<file path="config.mk">
export PLATFORM = sky130hd
export DESIGN_NAME = klq_front
export DESIGN_NICKNAME = d
export VERILOG_FILES = /design/src/sv/klq_pkg.sv /design/src/sv/klq_front.sv
export SDC_FILE = /design/constraint.sdc
export NUM_CORES = 1
export LEC_CHECK = 0
export ABC_AREA = 1
export BUFFER_PORTS_ARGS = -buffer_cell sky130_fd_sc_hd__buf_2
export CORE_ASPECT_RATIO = 2
export CORE_MARGIN = 10
export CORE_UTILIZATION = 45
export DETAILED_ROUTE_END_ITERATION = 6
export GPL_TIMING_DRIVEN = 0
export PLACE_DENSITY = 0.72
export SKIP_LAST_GASP = 1
export SYNTH_ARGS = -nofsm -noshare
export SYNTH_HDL_FRONTEND = slang
export SYNTH_SLANG_ARGS = --single-unit
export TNS_END_PERCENT = 30
</file>
<file path="constraint.sdc">
create_clock -name vclk -period 1.7
set_input_delay 0.17 -clock vclk [all_inputs]
set_output_delay 0.17 -clock vclk [all_outputs]
set_load 0.005 [all_outputs]
</file>
<file path="src/sv/klq_pkg.sv">
// Shared types, constants and ROM functions for the keyboard line input queue.
// No dependencies; every other file imports this package.
`default_nettype none

package klq_pkg;

    // Character queue geometry
    localparam int QUEUE_DEPTH = 1024;
    localparam int PTR_W       = (QUEUE_DEPTH > 1) ? $clog2(QUEUE_DEPTH) : 1;
    localparam int CNT_W       = $clog2(QUEUE_DEPTH + 1);

    // Command queue between front and back
    localparam int CQ_DEPTH = 2;
    localparam int CQ_PTR_W = (CQ_DEPTH > 1) ? $clog2(CQ_DEPTH) : 1;
    localparam int CQ_CNT_W = $clog2(CQ_DEPTH + 1);

    localparam int CHAR_W = 7;
    localparam int CODE_W = 8;
    localparam int ECHO_W = 16;

    localparam logic [CHAR_W-1:0] CH_NEWLINE   = 7'h0A;
    localparam logic [CHAR_W-1:0] CH_BACKSPACE = 7'h08;

    typedef enum logic [1:0] {
        CMD_KEY        = 2'd0,
        CMD_READ       = 2'd1,
        CMD_ECHO_RESET = 2'd2,
        CMD_NOP        = 2'd3
    } cmd_t;

    typedef enum logic [1:0] {
        STAT_OK       = 2'd0,
        STAT_NOT_CHAR = 2'd1,
        STAT_FULL     = 2'd2,
        STAT_EMPTY    = 2'd3
    } status_t;

    typedef enum logic [1:0] {
        KIND_OTHER  = 2'd0,
        KIND_DIGIT  = 2'd1,
        KIND_LETTER = 2'd2,
        KIND_SYMBOL = 2'd3
    } kind_t;

    // One classified transaction waiting for the back end
    typedef struct packed {
        cmd_t              cmd;
        logic              is_char;
        logic [CHAR_W-1:0] ch;
    } cmd_entry_t;

    // Sort a make code into digit, letter, symbol or other
    function automatic kind_t classify(input logic [CODE_W-1:0] code);
        kind_t k;
        k = KIND_OTHER;
        if (code >= 8'd2 && code <= 8'd11)
            k = KIND_DIGIT;
        else if ((code >= 8'd16 && code <= 8'd25) || (code >= 8'd30 && code <= 8'd38) ||
                 (code >= 8'd44 && code <= 8'd50))
            k = KIND_LETTER;
        else if (code == 8'd1  || code == 8'd12 || code == 8'd13 || code == 8'd14 ||
                 code == 8'd15 || code == 8'd26 || code == 8'd27 || code == 8'd28 ||
                 code == 8'd39 || code == 8'd40 || code == 8'd41 || code == 8'd43 ||
                 code == 8'd51 || code == 8'd52 || code == 8'd53 || code == 8'd57)
            k = KIND_SYMBOL;
        return k;
    endfunction

    // Unshifted character ROM
    function automatic logic [CHAR_W-1:0] plain_char(input logic [6:0] code);
        logic [CHAR_W-1:0] c;
        case (code)
            7'd1:    c = 7'h1B;
            7'd2:    c = 7'h31;
            7'd3:    c = 7'h32;
            7'd4:    c = 7'h33;
            7'd5:    c = 7'h34;
            7'd6:    c = 7'h35;
            7'd7:    c = 7'h36;
            7'd8:    c = 7'h37;
            7'd9:    c = 7'h38;
            7'd10:   c = 7'h39;
            7'd11:   c = 7'h30;
            7'd12:   c = 7'h2D;
            7'd13:   c = 7'h3D;
            7'd14:   c = 7'h08;
            7'd15:   c = 7'h09;
            7'd16:   c = 7'h71;
            7'd17:   c = 7'h77;
            7'd18:   c = 7'h65;
            7'd19:   c = 7'h72;
            7'd20:   c = 7'h74;
            7'd21:   c = 7'h79;
            7'd22:   c = 7'h75;
            7'd23:   c = 7'h69;
            7'd24:   c = 7'h6F;
            7'd25:   c = 7'h70;
            7'd26:   c = 7'h5B;
            7'd27:   c = 7'h5D;
            7'd28:   c = 7'h0A;
            7'd30:   c = 7'h61;
            7'd31:   c = 7'h73;
            7'd32:   c = 7'h64;
            7'd33:   c = 7'h66;
            7'd34:   c = 7'h67;
            7'd35:   c = 7'h68;
            7'd36:   c = 7'h6A;
            7'd37:   c = 7'h6B;
            7'd38:   c = 7'h6C;
            7'd39:   c = 7'h3B;
            7'd40:   c = 7'h27;
            7'd41:   c = 7'h60;
            7'd43:   c = 7'h5C;
            7'd44:   c = 7'h7A;
            7'd45:   c = 7'h78;
            7'd46:   c = 7'h63;
            7'd47:   c = 7'h76;
            7'd48:   c = 7'h62;
            7'd49:   c = 7'h6E;
            7'd50:   c = 7'h6D;
            7'd51:   c = 7'h2C;
            7'd52:   c = 7'h2E;
            7'd53:   c = 7'h2F;
            7'd57:   c = 7'h20;
            default: c = 7'h00;
        endcase
        return c;
    endfunction

    // Shifted character ROM
    function automatic logic [CHAR_W-1:0] shifted_char(input logic [6:0] code);
        logic [CHAR_W-1:0] c;
        case (code)
            7'd1:    c = 7'h1B;
            7'd2:    c = 7'h21;
            7'd3:    c = 7'h40;
            7'd4:    c = 7'h23;
            7'd5:    c = 7'h24;
            7'd6:    c = 7'h25;
            7'd7:    c = 7'h5E;
            7'd8:    c = 7'h26;
            7'd9:    c = 7'h2A;
            7'd10:   c = 7'h28;
            7'd11:   c = 7'h29;
            7'd12:   c = 7'h5F;
            7'd13:   c = 7'h2B;
            7'd14:   c = 7'h08;
            7'd15:   c = 7'h09;
            7'd16:   c = 7'h51;
            7'd17:   c = 7'h57;
            7'd18:   c = 7'h45;
            7'd19:   c = 7'h52;
            7'd20:   c = 7'h54;
            7'd21:   c = 7'h59;
            7'd22:   c = 7'h55;
            7'd23:   c = 7'h49;
            7'd24:   c = 7'h4F;
            7'd25:   c = 7'h50;
            7'd26:   c = 7'h7B;
            7'd27:   c = 7'h7D;
            7'd28:   c = 7'h0A;
            7'd30:   c = 7'h41;
            7'd31:   c = 7'h53;
            7'd32:   c = 7'h44;
            7'd33:   c = 7'h46;
            7'd34:   c = 7'h47;
            7'd35:   c = 7'h48;
            7'd36:   c = 7'h4A;
            7'd37:   c = 7'h4B;
            7'd38:   c = 7'h4C;
            7'd39:   c = 7'h3A;
            7'd40:   c = 7'h22;
            7'd41:   c = 7'h7E;
            7'd43:   c = 7'h7C;
            7'd44:   c = 7'h5A;
            7'd45:   c = 7'h58;
            7'd46:   c = 7'h43;
            7'd47:   c = 7'h56;
            7'd48:   c = 7'h42;
            7'd49:   c = 7'h4E;
            7'd50:   c = 7'h4D;
            7'd51:   c = 7'h3C;
            7'd52:   c = 7'h3E;
            7'd53:   c = 7'h3F;
            7'd57:   c = 7'h20;
            default: c = 7'h00;
        endcase
        return c;
    endfunction

endpackage

`default_nettype wire

</file>
<file path="src/sv/klq_front.sv">
// Front end: classifies an incoming transaction and looks up its character.
// Depends on klq_pkg.
`default_nettype none

module klq_front
    import klq_pkg::*;
(
    input  wire logic [1:0]        command,
    input  wire logic [CODE_W-1:0] scan_code,
    input  wire logic              shift_held,
    input  wire logic              caps_lock,
    input  wire logic              num_lock,
    output cmd_entry_t             entry
);

    kind_t kind;
    logic  use_shift;

    // Pick the table per key class
    always_comb
    begin
        kind = classify(scan_code);
        case (kind)
            KIND_DIGIT:  use_shift = (shift_held == num_lock);
            KIND_LETTER: use_shift = shift_held ^ caps_lock;
            KIND_SYMBOL: use_shift = shift_held;
            default:     use_shift = 1'b0;
        endcase
    end

    // Build the queued transaction
    always_comb
    begin
        entry.cmd     = cmd_t'(command);
        entry.is_char = (kind != KIND_OTHER);
        entry.ch      = use_shift ? shifted_char(scan_code[6:0])
                                  : plain_char(scan_code[6:0]);
    end

endmodule

`default_nettype wire

</file>
==> After elaboration in Yosys (flattened, before gate mapping) <==
Memories as Yosys holds them, arrays and structs flattened.
Cells that the tools add are included.
{ "word_totals": {"register_bits": 0, "romBits": 896, "mem_count": 2, "input_bits": 13} }
{ "classes": {"reduce_logical": 22, "eq_ne": 20, "muxes": 7, "n_lt_le_gt_ge": 8, "bitwise_logic": 1} }
{ "mem_list": {"columns": ["memory", "words", "width", "read_ports", "rd_ports_with_merged_regs", "wr", "line_no", "rtl"], "rows": [
  ["(no name shown)", 64, 7, 1, 0, 0, "klq_pkg.sv:133", "case (code)"],
  ["(no name shown)", 64, 7, 1, 0, 0, "klq_pkg.sv:72", "case (code)"]
]} }
{ "ops": {"columns": ["cell", "count"], "rows": [
  ["$eq 8x6->1 const B", 8],
  ["$eq 8x4->1 const B", 4],
  ["$eq 8x5->1 const B", 3],
  ["$mux 7", 3],
  ["$logic_or 1x1->1", 17],
  ["$ge 8x5->1 const B", 2],
  ["$le 8x6->1 const B", 2],
  ["$eq 8x1->1 const B", 1],
  ["$ge 8x2->1 const B", 1],
  ["$ge 8x6->1 const B", 1],
  ["$le 8x4->1 const B", 1],
  ["$le 8x5->1 const B", 1],
  ["$mux 2", 3],
  ["$eq 2x2->1 const B", 2],
  ["$logic_and 1x1->1", 4],
  ["$pmux 1 s3", 1],
  ["$eq 2x1->1 const B", 1],
  ["$reduce_bool 2->1", 1],
  ["$eq 1x1->1", 1],
  ["$xor 1x1->1", 1]
]} }

==> Depth between registers and ports, before layout <==
{ "logic_depth": {"word_depth": 22, "mapped_depth": 15, "depth_no_buf": 14} }

==> Least setup slack after synthesis <==
Ideal clock, no wire load.
{ "synth_path": {"path_kind": "input-to-output", "startpoint": "input port scan_code[2]", "endpoint": "output port entry[6] (netlist bit)", "n_path_buf": 2, "arrival_ps": 1559, "required_ps": 1530, "setup_slack_ps": -29, "path_stages": 15, "path_cell_list": "buf_4 -> inv_2 -> buf_2 -> ha_1 -> inv_1 -> nor2_1 -> nand2_2 -> nand2_2 -> nand2_2 -> nand3_4 -> nor2_4 -> nand4_4 -> nand3_4 -> nand2_1 -> nand2_1"} }
{ "synth_rtl": {"columns": ["item", "line_no", "rtl"], "rows": [
  ["start: declaration", "klq_front.sv:9", "input wire logic [CODE_W-1:0] scan_code,"],
  ["end: declaration", "klq_front.sv:13", "output cmd_entry_t entry"]
]} }

==> results by group <==
Global route
  • First-pass GRT wire length: about 12,000 microns
  • Number of antenna violations at the first check in global routing: 0
  • Gr ovfl total: 0
  • Total global-route track usage: between 20% and 30%
  • Largest net degree at the start of global routing: 15
  • Vias in the first global route: between 2,000 and 2,500

CTS
  • Hold buffers post-CTS: 0

Routing
  • 1st-iter DRT viols: 94
  • # DRC: 0
  • Routed WL per cell: approximately 19 microns
  • Routed WL: ~7400 microns
  • Via count: roughly 2,300
  • DRT Pass-1 Iters: 4
  • DRT antenna net count: 0
  • Post-DR vias/cell: 6.08

Finish
  • Filler instances: roughly 350
  • Finished Cell Area: about 2200 sq um
  • Area growth syn-to-layout: 32.7%
  • Layout Nets: 363
  • FFs & Latches: 0
  • Share of cells above drive strength 1: about a third
  • CLK BUF: 0
  • Footprint of the multi-input gates: approximately 1500 sq um
  • Register area: 0 sq um
  • Fin cells: about 380
  • N_diodes: 0

Run status
  • Status: complete, but fails checks
  • Failing checks: negative setup slack

Logic synthesis
  • Cell taking the most area after synthesis: nand2_1
  • Mapped Area: 1630 sq um
  • Register area share after synthesis: 0%
  • Post-synth top area share: about a fifth
  • Post-Syn Instances: between 200 and 300
  • Avg Cell Area, Syn: approximately 5.5 sq um
  • Top post-synthesis cells by area: nand2_1 20%, ha_1 11%, nand3_1 7.1%, nor2_1 6.2%, a21oi_1 5.8%
  • Top-count cell post-synth: nand2_1
  • YS warnings: 0
  • Mapped Nets: roughly 330
  • Top cells by count, synth: 85 x nand2_1, 27 x nor2_1, 23 x nand3_1
  • Yosys cell types: 35

Worst setup path
  • Worst Setup Start Kind: input pin
  • Crit-path max FO: 7
  • Worst setup EP type: output port
  • Crit path DAT: 1820 ps
  • Critical path class: input pin to output port
  • Worst EP required: 1530 ps

Die
  • Die H: 105 microns
  • IO Count: 23
  • Initial core utilization: between 40% and 50%
  • # rows: 30
  • Core ar.: between 3000 and 4000 sq um
  • Die area: 6570 sq um
  • Die width: between 60 and 70 microns

STA
  • Worst-Margin Slew: between 400 and 500 ps
  • Slew HR: about 69%
  • Setup Viol. Count Final: 7
  • Post-route setup slack: -287 ps
  • Slew Limit Fails: 0
  • Final Hold Fails: 0
  • Minimum clock period: approximately 2000 ps
  • Final period utilization: 117%
  • Fmax: 503 MHz
  • Unrepaired setup endpoints after global routing: true

Placement
  • Cells after DPL: approximately 370
  • Pre-CTS setup slack: -717 ps
  • Placement Cell Area: 1800 sq um
  • IO Port Bufs: 19
  • HPWL Detailed: about 5400 microns
  • RePlAce Congestion: between 1 and 1.5

Power and ir drop
  • Cell leakage power: a little over 1 nW
  • Pwr dens: between 200 and 300 nW/um^2
  • Max IR drop VDD: about 0.15 mV

Min path
  • Hold Path Class: input pin to output port

Run
  • Max-cap violations: 0
-- logic make-up after synthesis --
family,Yosys count,share of synthesized area (%)
compound gates,65,23.6
xor+xnor,2,1.08
buf+inv,48,14.2
simple gates,169,50.4
fa+ha+maj,14,10.8
-- cell type report --
class | instances | share of cell area (%)
Buffer | 15 | 5.79
Multi-Input combinational cell | 250 | 71.4
Tap cell | 48 | 2.78
Inverter | 33 | 6.60
Timing Repair Buffer | 36 | 13.4
-- per-stage QoR --
stage	setup TNS (ps)	util, %	total power (W)	hold slack [ps]
floorplan	0	-	0.000325	421
CTS	-1430	59.0	0.000539	511
finish	-1750	62.6	0.000600	509
global placement	-5400	52.0	0.000485	511
detailed placement	-5290	52.0	0.000476	511
global route	-2590	62.6	0.000650	518
-- cells in the final DEF, fill, tap and decap left out, types with 2 or more instances in the layout --
master,Yosys,final
a211oi_1,2,2
a21oi_1,19,19
a31oi_1,3,3
buf_12,0,2
buf_2,5,17
buf_4,4,16
buf_6,4,11
buf_8,0,2
ha_1,14,8
ha_4,0,5
inv_1,22,19
inv_2,11,11
inv_8,0,2
nand2_1,85,72
nand2_2,7,19
nand2_4,3,4
nand3_1,23,21
nand3_2,1,3
nand3_4,2,2
nand4_1,9,9
nor2_1,27,25
nor2_2,3,2
nor2_4,4,7
nor3_1,3,3
o211ai_1,3,3
o21a_1,2,2
o21ai_0,19,18
o21ai_1,4,3
o21ai_2,0,2
o22ai_1,7,7
xor2_1,2,2
-- power by group --
part	total, W	internal, W	leakage (nW)	switching, W
sequential	0	0	0	0
clock	0	0	0	0
combinational	0.000600	0.000232	1.03	0.000368
-- path summary, 6_finish.rpt --
kind	from	end	slack [ps]	depth (start not counted)
worst max-delay path	scan_code[0]	entry[3]	-290	16
worst min-delay path	command[1]	entry[9]	510	2
-- worst max-delay path, cell delays in order --
cell	delay, ps
buf_12	90
clkinvlp_4	130
buf_6	160
buf_6	120
nand2_4	60
nor2_4	40
nand2_2	50
nand2_2	50
nand2_2	70
nand3_4	90
nor2_4	160
nand4_4	180
nand3_4	190
nand2_2	80
nand2_2	90
buf_6	90
-- metal layers --
layer  GRT usage (%)  up-vias  share of wire (%)
li1                -     1075                  -
met1            22.1     1028                 33
met2            38.5      166                 49
met3            3.32       52                8.5
met4            15.1        0                9.9
met5               0        -                  0
-- what timing repair did --
| item | in CTS | in global routing |
|---|---|---|
| setup buffers | 10 | 7 |
| gates resized for setup | 43 | 21 |
| setup endpoints to repair | 8 | 7 |
| pin swaps | 5 | 8 |
(Power assumes the default switching activity.)
