**config.mk**
```make
export PLATFORM = sky130hd
export DESIGN_NAME = klq_cmd_queue
export DESIGN_NICKNAME = d
export VERILOG_FILES = /design/src/sv/klq_pkg.sv /design/src/sv/klq_cmd_queue.sv
export SDC_FILE = /design/constraint.sdc
export NUM_CORES = 1
export LEC_CHECK = 0
export ABC_AREA = 1
export BUFFER_PORTS_ARGS = -buffer_cell sky130_fd_sc_hd__buf_2
export CAP_MARGIN = 20
export CELL_PAD_IN_SITES_DETAIL_PLACEMENT = 2
export CELL_PAD_IN_SITES_GLOBAL_PLACEMENT = 2
export CORE_MARGIN = 2
export CORE_UTILIZATION = 34
export DETAILED_ROUTE_END_ITERATION = 16
export PLACE_DENSITY = 0.92
export SYNTH_ARGS = -nofsm -noshare
export SYNTH_HDL_FRONTEND = slang
export SYNTH_SLANG_ARGS = --single-unit
```
**constraint.sdc**
```tcl
create_clock -name clk -period 2.45 [get_ports clk]
set_clock_uncertainty 0.15 [all_clocks]
set_input_delay 0.3675 -clock clk [delete_from_list [all_inputs] [get_ports clk]]
set_output_delay 0.3675 -clock clk [all_outputs]
set_load 0.03 [all_outputs]
```
**src/sv/klq_pkg.sv**
```systemverilog
// Shared types, constants and ROM functions for the keyboard line input queue.
// No dependencies; every other file imports this package.
`default_nettype none

package klq_pkg;

    // Character queue geometry
    localparam int QUEUE_DEPTH = 1024;
    localparam int PTR_W       = (QUEUE_DEPTH > 1) ? $clog2(QUEUE_DEPTH) : 1;
    localparam int CNT_W       = $clog2(QUEUE_DEPTH + 1);

    // Command queue between front and back
    localparam int CQ_DEPTH = 2;
    localparam int CQ_PTR_W = (CQ_DEPTH > 1) ? $clog2(CQ_DEPTH) : 1;
    localparam int CQ_CNT_W = $clog2(CQ_DEPTH + 1);

    localparam int CHAR_W = 7;
    localparam int CODE_W = 8;
    localparam int ECHO_W = 16;

    localparam logic [CHAR_W-1:0] CH_NEWLINE   = 7'h0A;
    localparam logic [CHAR_W-1:0] CH_BACKSPACE = 7'h08;

    typedef enum logic [1:0] {
        CMD_KEY        = 2'd0,
        CMD_READ       = 2'd1,
        CMD_ECHO_RESET = 2'd2,
        CMD_NOP        = 2'd3
    } cmd_t;

    typedef enum logic [1:0] {
        STAT_OK       = 2'd0,
        STAT_NOT_CHAR = 2'd1,
        STAT_FULL     = 2'd2,
        STAT_EMPTY    = 2'd3
    } status_t;

    typedef enum logic [1:0] {
        KIND_OTHER  = 2'd0,
        KIND_DIGIT  = 2'd1,
        KIND_LETTER = 2'd2,
        KIND_SYMBOL = 2'd3
    } kind_t;

    // One classified transaction waiting for the back end
    typedef struct packed {
        cmd_t              cmd;
        logic              is_char;
        logic [CHAR_W-1:0] ch;
    } cmd_entry_t;

    // Sort a make code into digit, letter, symbol or other
    function automatic kind_t classify(input logic [CODE_W-1:0] code);
        kind_t k;
        k = KIND_OTHER;
        if (code >= 8'd2 && code <= 8'd11)
            k = KIND_DIGIT;
        else if ((code >= 8'd16 && code <= 8'd25) || (code >= 8'd30 && code <= 8'd38) ||
                 (code >= 8'd44 && code <= 8'd50))
            k = KIND_LETTER;
        else if (code == 8'd1  || code == 8'd12 || code == 8'd13 || code == 8'd14 ||
                 code == 8'd15 || code == 8'd26 || code == 8'd27 || code == 8'd28 ||
                 code == 8'd39 || code == 8'd40 || code == 8'd41 || code == 8'd43 ||
                 code == 8'd51 || code == 8'd52 || code == 8'd53 || code == 8'd57)
            k = KIND_SYMBOL;
        return k;
    endfunction

    // Unshifted character ROM
    function automatic logic [CHAR_W-1:0] plain_char(input logic [6:0] code);
        logic [CHAR_W-1:0] c;
        case (code)
            7'd1:    c = 7'h1B;
            7'd2:    c = 7'h31;
            7'd3:    c = 7'h32;
            7'd4:    c = 7'h33;
            7'd5:    c = 7'h34;
            7'd6:    c = 7'h35;
            7'd7:    c = 7'h36;
            7'd8:    c = 7'h37;
            7'd9:    c = 7'h38;
            7'd10:   c = 7'h39;
            7'd11:   c = 7'h30;
            7'd12:   c = 7'h2D;
            7'd13:   c = 7'h3D;
            7'd14:   c = 7'h08;
            7'd15:   c = 7'h09;
            7'd16:   c = 7'h71;
            7'd17:   c = 7'h77;
            7'd18:   c = 7'h65;
            7'd19:   c = 7'h72;
            7'd20:   c = 7'h74;
            7'd21:   c = 7'h79;
            7'd22:   c = 7'h75;
            7'd23:   c = 7'h69;
            7'd24:   c = 7'h6F;
            7'd25:   c = 7'h70;
            7'd26:   c = 7'h5B;
            7'd27:   c = 7'h5D;
            7'd28:   c = 7'h0A;
            7'd30:   c = 7'h61;
            7'd31:   c = 7'h73;
            7'd32:   c = 7'h64;
            7'd33:   c = 7'h66;
            7'd34:   c = 7'h67;
            7'd35:   c = 7'h68;
            7'd36:   c = 7'h6A;
            7'd37:   c = 7'h6B;
            7'd38:   c = 7'h6C;
            7'd39:   c = 7'h3B;
            7'd40:   c = 7'h27;
            7'd41:   c = 7'h60;
            7'd43:   c = 7'h5C;
            7'd44:   c = 7'h7A;
            7'd45:   c = 7'h78;
            7'd46:   c = 7'h63;
            7'd47:   c = 7'h76;
            7'd48:   c = 7'h62;
            7'd49:   c = 7'h6E;
            7'd50:   c = 7'h6D;
            7'd51:   c = 7'h2C;
            7'd52:   c = 7'h2E;
            7'd53:   c = 7'h2F;
            7'd57:   c = 7'h20;
            default: c = 7'h00;
        endcase
        return c;
    endfunction

    // Shifted character ROM
    function automatic logic [CHAR_W-1:0] shifted_char(input logic [6:0] code);
        logic [CHAR_W-1:0] c;
        case (code)
            7'd1:    c = 7'h1B;
            7'd2:    c = 7'h21;
            7'd3:    c = 7'h40;
            7'd4:    c = 7'h23;
            7'd5:    c = 7'h24;
            7'd6:    c = 7'h25;
            7'd7:    c = 7'h5E;
            7'd8:    c = 7'h26;
            7'd9:    c = 7'h2A;
            7'd10:   c = 7'h28;
            7'd11:   c = 7'h29;
            7'd12:   c = 7'h5F;
            7'd13:   c = 7'h2B;
            7'd14:   c = 7'h08;
            7'd15:   c = 7'h09;
            7'd16:   c = 7'h51;
            7'd17:   c = 7'h57;
            7'd18:   c = 7'h45;
            7'd19:   c = 7'h52;
            7'd20:   c = 7'h54;
            7'd21:   c = 7'h59;
            7'd22:   c = 7'h55;
            7'd23:   c = 7'h49;
            7'd24:   c = 7'h4F;
            7'd25:   c = 7'h50;
            7'd26:   c = 7'h7B;
            7'd27:   c = 7'h7D;
            7'd28:   c = 7'h0A;
            7'd30:   c = 7'h41;
            7'd31:   c = 7'h53;
            7'd32:   c = 7'h44;
            7'd33:   c = 7'h46;
            7'd34:   c = 7'h47;
            7'd35:   c = 7'h48;
            7'd36:   c = 7'h4A;
            7'd37:   c = 7'h4B;
            7'd38:   c = 7'h4C;
            7'd39:   c = 7'h3A;
            7'd40:   c = 7'h22;
            7'd41:   c = 7'h7E;
            7'd43:   c = 7'h7C;
            7'd44:   c = 7'h5A;
            7'd45:   c = 7'h58;
            7'd46:   c = 7'h43;
            7'd47:   c = 7'h56;
            7'd48:   c = 7'h42;
            7'd49:   c = 7'h4E;
            7'd50:   c = 7'h4D;
            7'd51:   c = 7'h3C;
            7'd52:   c = 7'h3E;
            7'd53:   c = 7'h3F;
            7'd57:   c = 7'h20;
            default: c = 7'h00;
        endcase
        return c;
    endfunction

endpackage

`default_nettype wire

```
**src/sv/klq_cmd_queue.sv**
```systemverilog
// Short queue of classified transactions between front and back end.
// Depends on klq_pkg.
`default_nettype none

module klq_cmd_queue
    import klq_pkg::*;
(
    input  wire logic       clk,
    input  wire logic       rst_n,
    input  wire logic       push,
    input  wire cmd_entry_t push_entry,
    input  wire logic       pop,
    output logic            full,
    output logic            not_empty,
    output cmd_entry_t      head_entry
);

    cmd_entry_t            slot_reg [CQ_DEPTH];
    logic [CQ_PTR_W-1:0]   head_reg, head_next;
    logic [CQ_PTR_W-1:0]   tail_reg, tail_next;
    logic [CQ_CNT_W-1:0]   count_reg, count_next;
    logic                  do_push;
    logic                  do_pop;

    assign full       = (count_reg == CQ_CNT_W'(CQ_DEPTH));
    assign not_empty  = (count_reg != '0);
    assign head_entry = slot_reg[head_reg];
    assign do_push    = push && !full;
    assign do_pop     = pop && not_empty;

    // Advance pointers and occupancy
    always_comb
    begin
        head_next  = head_reg;
        tail_next  = tail_reg;
        count_next = count_reg;
        if (do_push)
        begin
            tail_next = (tail_reg == CQ_PTR_W'(CQ_DEPTH - 1)) ? '0 : tail_reg + 1'b1;
        end
        if (do_pop)
        begin
            head_next = (head_reg == CQ_PTR_W'(CQ_DEPTH - 1)) ? '0 : head_reg + 1'b1;
        end
        if (do_push && !do_pop)
        begin
            count_next = count_reg + 1'b1;
        end
        else if (do_pop && !do_push)
        begin
            count_next = count_reg - 1'b1;
        end
    end

    always_ff @(posedge clk or negedge rst_n)
    begin
        if (!rst_n)
        begin
            head_reg  <= '0;
            tail_reg  <= '0;
            count_reg <= '0;
        end
        else
        begin
            head_reg  <= head_next;
            tail_reg  <= tail_next;
            count_reg <= count_next;
        end
    end

    // Hold entries until popped
    always_ff @(posedge clk)
    begin
        if (do_push)
        begin
            slot_reg[tail_reg] <= push_entry;
        end
    end

endmodule

`default_nettype wire

```
# [Word-level counts from Yosys, hierarchy flattened]
# Memories as Yosys holds them, arrays and structs flattened.
# Index checks and enable logic that the tools add are counted.
[totals] elab_cells=24 inputBits=14 out_inout_bits=12 memories=1 ff_bits=4 mem_bits_rw=20
[mem_list] name="slot_reg" words=2 width=10 rd=1 rd_clocked_by_memory_dff=0 write_ports=1 line="klq_cmd_queue.sv:18" source="cmd_entry_t slot_reg [CQ_DEPTH];"
[op_classes] addsub=4 eq_ne=1 reduce_logical=9 mux=6
[ops] operator="logical AND 1 bit" count=4
[ops] operator="2-to-1 mux 1 bit" count=4
[ops] operator="2-to-1 mux 2 bit" count=2
[ops] operator="nonzero test 2 bit" count=2
[ops] operator="zero test 1 bit" count=3
[ops] operator="adder 1 bit, second input constant" count=2
[ops] operator="adder 2 x 1 -> 2 bit, second input constant" count=1
[ops] operator="equality test 2 bit, second input constant" count=1
[ops] operator="subtractor 2 x 1 -> 2 bit, second input constant" count=1

# [Logic depth before layout (Yosys ltp)]
# Gate-level depths: netlist of run 1.
[depth] word_depth=7 ltp_mapped=9 ltp_nobuf=9

# [Worst setup path before layout of run 1]
# Ideal clock, no wire load.
[synth_path] path_type="flip-flop to flip-flop" start="register count_reg[0]" end="register count_reg[1]" setup_ps=117 required_time_ps=2183 path_stages_with_launch=8 period_less_slack_ps=1639 slack_ps=811 n_path_buf=0 t_arrival_ps=1372 path_cell_list="dfrtp_1 > nor2_2 > nor2_4 > ha_1 > inv_1 > nand3_1 > nand2_1 > nand2_1"
[synth_via] elab_chain_cells=6 elab_cells_between_ends=14 classes_between="add/sub (2); eq/ne (1); mux (2); reduce/logical (9)"
[synth_lines] element="from (decl)" line="klq_cmd_queue.sv:21" source="logic [CQ_CNT_W-1:0] count_reg, count_next;"
[synth_lines] element="from (signal assigned)" line="klq_cmd_queue.sv:67" source="count_reg <= count_next;"
[synth_lines] element="equality test 2 bit *" line="klq_cmd_queue.sv:25" source="assign full = (count_reg == CQ_CNT_W'(CQ_DEPTH));"
[synth_lines] element="net full" line="klq_cmd_queue.sv:13" source="output logic full,"
[synth_lines] element="zero test 1 bit *" line="klq_cmd_queue.sv:28" source="assign do_push = push && !full;"
[synth_lines] element="logical AND 1 bit *" line="klq_cmd_queue.sv:28"
[synth_lines] element="zero test 1 bit" line="klq_cmd_queue.sv:49" source="else if (do_pop && !do_push)"
[synth_lines] element="logical AND 1 bit" line="klq_cmd_queue.sv:49"
[synth_lines] element="nonzero test 2 bit (no line)"
# Mark *: on every way through the listed nets, which the timed path passes. The rest lies on a longest branch. The select of a mux whose other input is x is not followed.
# A chain may end at the register's enable or synchronous reset.

==> results.tsv, run 1 <==
stage	metric	value	unit
routing	antenna_left	0	
timing	finalSetupViolations	0	
synth	synth_cell_types	16	
clocking	cts_buffers	3	
routing	vias_per_cell	4.77	
timing	min_period	2.01	ns
critical_path	rr_endpoint	slot_reg[0][8]	
placement	place.port_buffers	25	
clocking	cts_sinks	24	
power_and_ir_drop	cellLeakagePower	0.555	nW
final_layout	fill_cells	290	
synth	ys_ff_latch	24	
synth	syn_nets	99	
status	status	finished clean	
timing	slew_viol_final	0	
timing	rsz0062_at_grt	false	
clocking	clk_latency	0.31	ns
clocking	h-tree-depth	1	
critical_path	cp_slowest_cell	dfrtp_1	
final_layout	final_common_cell	nand2_1	
critical_path	crit_type	reg -> out	
routing	vias	687	
synth	ys_warn_count	0	
critical_path	crit_chain	inv_2 -> nand2_1 -> nand2_1 -> buf_2	
critical_path	cp.required	1.93	ns
synth	ys_seq_area_frac	0.721	
critical_path	critPathMaxFanout	12	
routing	wl_per_cell	15.9	um
final_layout	drive_gt1_frac	0.327	
final_layout	antenna_cells	0	
floorplanning	die_y	57.5	um
critical_path	r2r_cells	5	
final_layout	register_area	701	um^2
grt	grt_pass1_vias	765	
floorplanning	dieArea	3300	um^2
final_layout	mostFrequentLayoutCells	nand2_1, buf_2, edfxtp_1	
routing	dr.first_iter.drc_count	18	
flow_run	max_cap_viol_count	0	
power_and_ir_drop	p_total	0.00159	W
grt	grt_remaining_overflow	0	
clocking	clock_path_buffers	2	
critical_path	r2r_start	count_reg[1]	
timing	max-slew-margin-rel	0.718	
min_path	hold_end	slot_reg[1][0]	
timing	fin_ws	0.443	ns
critical_path	arrival	1.49	ns
placement	hpwl	1820	um
placement	gp_congestion	0.729	
clocking	cts-root-buf	clkbuf_4	
critical_path	cp_common_cell	nand2_1	
critical_path	max_stage_delay	0.56	ns
floorplanning	io_pins	26	
timing	worst_pin_slew	0.424	ns
min_path	worstHoldStart	push_entry[0]	
final_layout	area_growth	22.4	%
final_layout	multi_input_comb_area	225	um^2
synth	netlist_area	972	um^2
floorplanning	start_util	0.356	
min_path	hold_path_class	in -> reg	
grt	grt_usage	0.152	
timing	period_share	0.819	
routing	drc	0	
timing	hold_viol_final	0	
grt	grt_max_degree	15	
timing	tns	0	ns
clocking	cts_resized	0	
power_and_ir_drop	power_density	1330	nW/um^2
grt	antenna_found_initial	0	
synth	syn_avg_cell_area	11.6	um^2
clocking	cts_tree	built	
grt	grt_pass1_wl	3660	um
floorplanning	coreArea	2730	um^2
critical_path	rrSetupSlack	0.90	ns
routing	drtPass1Iterations	4	
final_layout	largest_reg_flops	20	
clocking	clk_pin_slew_worst_paths	0.14	ns
floorplanning	rows	19	
final_layout	nets	129	
floorplanning	die_w	57.5	um
critical_path	cp-start-kind	register	
critical_path	critPathCaptureType	output pin	
min_path	hold_path_depth	1	
power_and_ir_drop	peakVddDrop	0.814	mV
synth	syn_inst	84	
routing	drt-total-wl	2290	um
timing	fmax	0.498	GHz
placement	dp_worst_setup_slack	0.788	ns
==> worst max-delay path: cells and delay by family (launching register included) <==
family        cells  cell delay, ns
simple gates      2            0.16
buf+inv           2            0.45
flops             1            0.56
==> layer usage <==
| metal | wire length, um | GRT usage | vias up |
|---|---|---|---|
| met5 | 0 | 0 | - |
| met1 | 908 | 0.167 | 336 |
| met3 | 119 | 0.0295 | 4 |
| met2 | 1220 | 0.279 | 20 |
| li1 | - | - | 327 |
| met4 | 38 | 0.0664 | 0 |
==> repair_timing <==
item                                   CTS  global route
hold buffers                             1             0
buffers inserted                         0             0
endpoints found under the hold margin    4             0
==> Yosys cell counts <==
| master | count | share of area |
|---|---|---|
| buf_6 | 1 | 0.012 |
| nor2_4 | 1 | 0.012 |
| xnor2_1 | 1 | 0.0090 |
| inv_2 | 2 | 0.0077 |
| nor2_2 | 1 | 0.0064 |
| nor2_1 | 1 | 0.0039 |
| nand4_1 | 1 | 0.0064 |
| inv_1 | 6 | 0.023 |
| nand3_1 | 2 | 0.010 |
| nand2_2 | 3 | 0.019 |
| ha_1 | 1 | 0.013 |
| edfxtp_1 | 20 | 0.62 |
| nand2_1 | 38 | 0.15 |
| buf_2 | 1 | 0.0051 |
| dfrtp_1 | 4 | 0.10 |
| o21ai_0 | 1 | 0.0051 |
==> cell families after synthesis <==
family	Yosys count	share of synthesized area
flip-flops	24	0.721
adder cells (fa/ha/maj)	1	0.0129
XOR/XNOR	1	0.00901
AO/OA/AOI/OAI	1	0.00514
buffers and inverters	10	0.0476
AND/OR/NAND/NOR	47	0.205
==> metrics by stage <==
| step | hold WS (ns) | std cells | util | cell area (um^2) |
|---|---|---|---|---|
| floorplan | -0.0781 | 84 | - | 972 |
| global placement | 0.0303 | 139 | 0.412 | 1130 |
| detailed placement | 0.0342 | 139 | 0.412 | 1130 |
| CTS | 0.0849 | 144 | 0.435 | 1190 |
| global route | 0.0807 | 144 | 0.435 | 1190 |
| finish | 0.0910 | 144 | 0.435 | 1190 |
==> power by group <==
part / switching, W / leakage (nW) / internal [W]
Combinational: 0.000480 / 0.293 / 0.000183
Clock: 0.000116 / 0.0279 / 0.000165
Sequential: 0.0000763 / 0.234 / 0.000565
Total: 0.000672 / 0.555 / 0.000913
==> cell type report <==
class	instances	area share
inverters	8	0.0252
flip-flops and latches	24	0.589
multi-input cells	50	0.189
clock inverters	1	0.0252
clock buffers	3	0.0189
well taps	31	0.0326
repair buffers	27	0.120
==> worst max-delay path by stage <==
| stage | from | end | slack [ns] | cells past startpoint |
|---|---|---|---|---|
| after CTS | head_reg | head_entry[3] | 0.43 | 4 |
| after global placement | head_reg | head_entry[3] | 0.89 | 4 |
| after global routing | head_reg | head_entry[3] | 0.31 | 4 |
| after detailed placement | head_reg | head_entry[3] | 0.79 | 4 |
| after floorplan | count_reg[0] | count_reg[1] | 0.81 | 7 |
| final | head_reg | head_entry[3] | 0.44 | 4 |
(Power assumes the default switching activity.)
==> run 2, diff against run 1 <==
--- a/config.mk
+++ b/config.mk
@@ -11,9 +11,9 @@
 export CELL_PAD_IN_SITES_DETAIL_PLACEMENT = 2
 export CELL_PAD_IN_SITES_GLOBAL_PLACEMENT = 2
 export CORE_MARGIN = 2
-export CORE_UTILIZATION = 34
+export CORE_UTILIZATION = 28
 export DETAILED_ROUTE_END_ITERATION = 16
-export PLACE_DENSITY = 0.92
+export PLACE_DENSITY = 0.82
 export SYNTH_ARGS = -nofsm -noshare
 export SYNTH_HDL_FRONTEND = slang
 export SYNTH_SLANG_ARGS = --single-unit
==> constraint.sdc (replaced) <==
create_clock -name clk -period 1.74 [get_ports clk]
set_clock_uncertainty 0.15 [all_clocks]
set_input_delay 0.261 -clock clk [delete_from_list [all_inputs] [get_ports clk]]
set_output_delay 0.261 -clock clk [all_outputs]
set_load 0.03 [all_outputs]
==> results.tsv, run 2 (synthesis results as in run 1) <==
stage	metric	value	unit	change
floorplanning	die_y	62.9	um	was 57.5 um
timing	fmax	0.606	GHz	
placement	gp_congestion	0.709		was 0.729
clocking	cts_tree	built		unchanged
critical_path	r2r_start	count_reg[1]		unchanged
final_layout	drive_gt1_frac	0.325		was 0.327
timing	tns	0	ns	unchanged
grt	grt_max_degree	14		was 15
timing	finalSetupViolations	0		unchanged
grt	use_met3	0.0270		was 0.0295
routing	drt-total-wl	2490	um	was 2290 um
critical_path	cp-start-kind	register		unchanged
final_layout	nets	142		was 129
timing	fin_ws	0.0911	ns	was 0.443 ns
clocking	cts-root-buf	clkbuf_4		unchanged
critical_path	cp.required	1.33	ns	was 1.93 ns
placement	placed_cells	156		was 139
final_layout	mostFrequentLayoutCells	nand2_1, buf_2, edfxtp_1		unchanged
placement	dp_worst_setup_slack	0.149	ns	was 0.788 ns
timing	worst_pin_slew	0.419	ns	was 0.424 ns
routing	drc	0		unchanged
clocking	h-tree-depth	1		unchanged
critical_path	critPathCaptureType	output pin		unchanged
floorplanning	dieArea	3960	um^2	was 3300 um^2
timing	holdWs	0.0607	ns	was 0.0910 ns
clocking	cts_buffers	3		unchanged
timing	period_share	0.948		
floorplanning	io_pins	26		unchanged
floorplanning	coreArea	3340	um^2	was 2730 um^2
grt	grt_pass1_vias	848		was 765
routing	drtPass1Iterations	3		was 4
power_and_ir_drop	peakVddDrop	0.535	mV	was 0.814 mV
timing	max-slew-margin-rel	0.721		was 0.718
power_and_ir_drop	cellLeakagePower	0.604	nW	was 0.555 nW
floorplanning	rows	21		was 19
grt	busiest_layer	met2		unchanged
grt	met1_usage	0.155		was 0.167
final_layout	area_growth	35.9	%	was 22.4%
grt	grt_remaining_overflow	0		unchanged
status	status	finished clean		unchanged
power_and_ir_drop	power_density	1680	nW/um^2	was 1330 nW/um^2
final_layout	register_area	702	um^2	was 701 um^2
placement	place.port_buffers	25		unchanged
timing	slew_viol_final	0		unchanged
min_path	worstHoldStart	pop		was push_entry[0]
routing	wl_per_cell	14.5	um	was 15.9 um
routing	dr.first_iter.drc_count	13		was 18
final_layout	multi_input_comb_area	225	um^2	unchanged
critical_path	crit_type	reg -> out		unchanged
critical_path	arrival	1.24	ns	was 1.49 ns
min_path	hold_path_class	in -> reg		unchanged
critical_path	crit_start	head_reg		unchanged
grt	antenna_found_initial	0		unchanged
routing	antenna_left	0		unchanged
floorplanning	start_util	0.291		was 0.356
placement	hpwl	1900	um	was 1820 um
critical_path	critPathMaxFanout	8		was 12
routing	vias	753		was 687
floorplanning	die_w	62.9	um	was 57.5 um
final_layout	final_core_util	0.396		was 0.435
final_layout	largest_reg_flops	20		unchanged
final_layout	antenna_cells	0		unchanged
grt	grtUsageMet2	0.249		was 0.279
final_layout	final_common_cell	nand2_1		unchanged
clocking	cts_sinks	24		unchanged
clocking	clock_path_buffers	2		unchanged
timing	hold_viol_final	0		unchanged
flow_run	max_cap_viol_count	0		unchanged
final_layout	fill_cells	370		was 290
clocking	clk_pin_slew_worst_paths	0.13	ns	was 0.14 ns
grt	grt_usage	0.137		was 0.152
routing	vias_per_cell	4.38		was 4.77
timing	min_period	1.65	ns	
grt	grt_pass1_wl	4080	um	was 3660 um
clocking	clk_latency	0.32	ns	was 0.31 ns
final_layout	fin_cells	172		was 144
timing	rsz0062_at_grt	false		unchanged
[run 2: changes by cell type in the layout (fill, tap and decap cells not counted), sizes merged]
cell and change:
buf +2, bufinv -1, clkbuf +2, dlygate4sd3 +10
[run 2: metal layers]
layer	wire length, um	vias to the layer above
met3	115	7
met2	1330	24
met1	985	366
li1	-	356
met5	0	-
met4	57	0
[run 2: cell type report]
class,instances,area share
multi-input cells,50,0.170
well taps,46,0.0436
clock buffers,4,0.0275
flip-flops and latches,24,0.531
repair buffers,40,0.203
inverters,8,0.0246
[run 2: power by group]
part	switching (W)	internal, W
clock network	0.000171	0.000128
logic	0.000726	0.000318
registers	0.0000779	0.000798
total	0.000974	0.00124
[run 2: per-stage QoR]
stage	total power [W]	cell area [um^2]
2_1_floorplan	0.00158	972
3_3_place_gp	0.00183	1160
3_5_place_dp	0.00190	1160
4_1_cts	0.00223	1310
5_1_grt	0.00238	1320
6_report	0.00222	1320
[run 2: final timing paths]
| kind | slack, ns | to | depth (start not counted) |
|---|---|---|---|
| worst max register to register | 0.15 | slot_reg[0][9] | 5 |
| worst min-delay path | 0.06 | head_reg | 3 |
| worst min register to register | 0.35 | count_reg[1] | 2 |
| min in group asynchronous | 0.10 | count_reg[1] | 2 |
| worst max-delay path | 0.09 | head_entry[5] | 4 |
| max in group asynchronous | 1.20 | head_reg | 2 |
[run 2: critical path: stages, from the launching register on]
cell and delay, ns:
dfrtp_2 0.46, buf_4 0.18, nand2_1 0.07, nand2_1 0.05, buf_2 0.17
[run 2: what timing repair did]
action,4_1_cts,5_1_grt
pin swaps,0,0
endpoints found under the setup margin,5,10
setup buffers,0,1
hold buffers,11,0
hold endpoints to repair,24,0
cloned,0,0
gates resized for setup,2,1
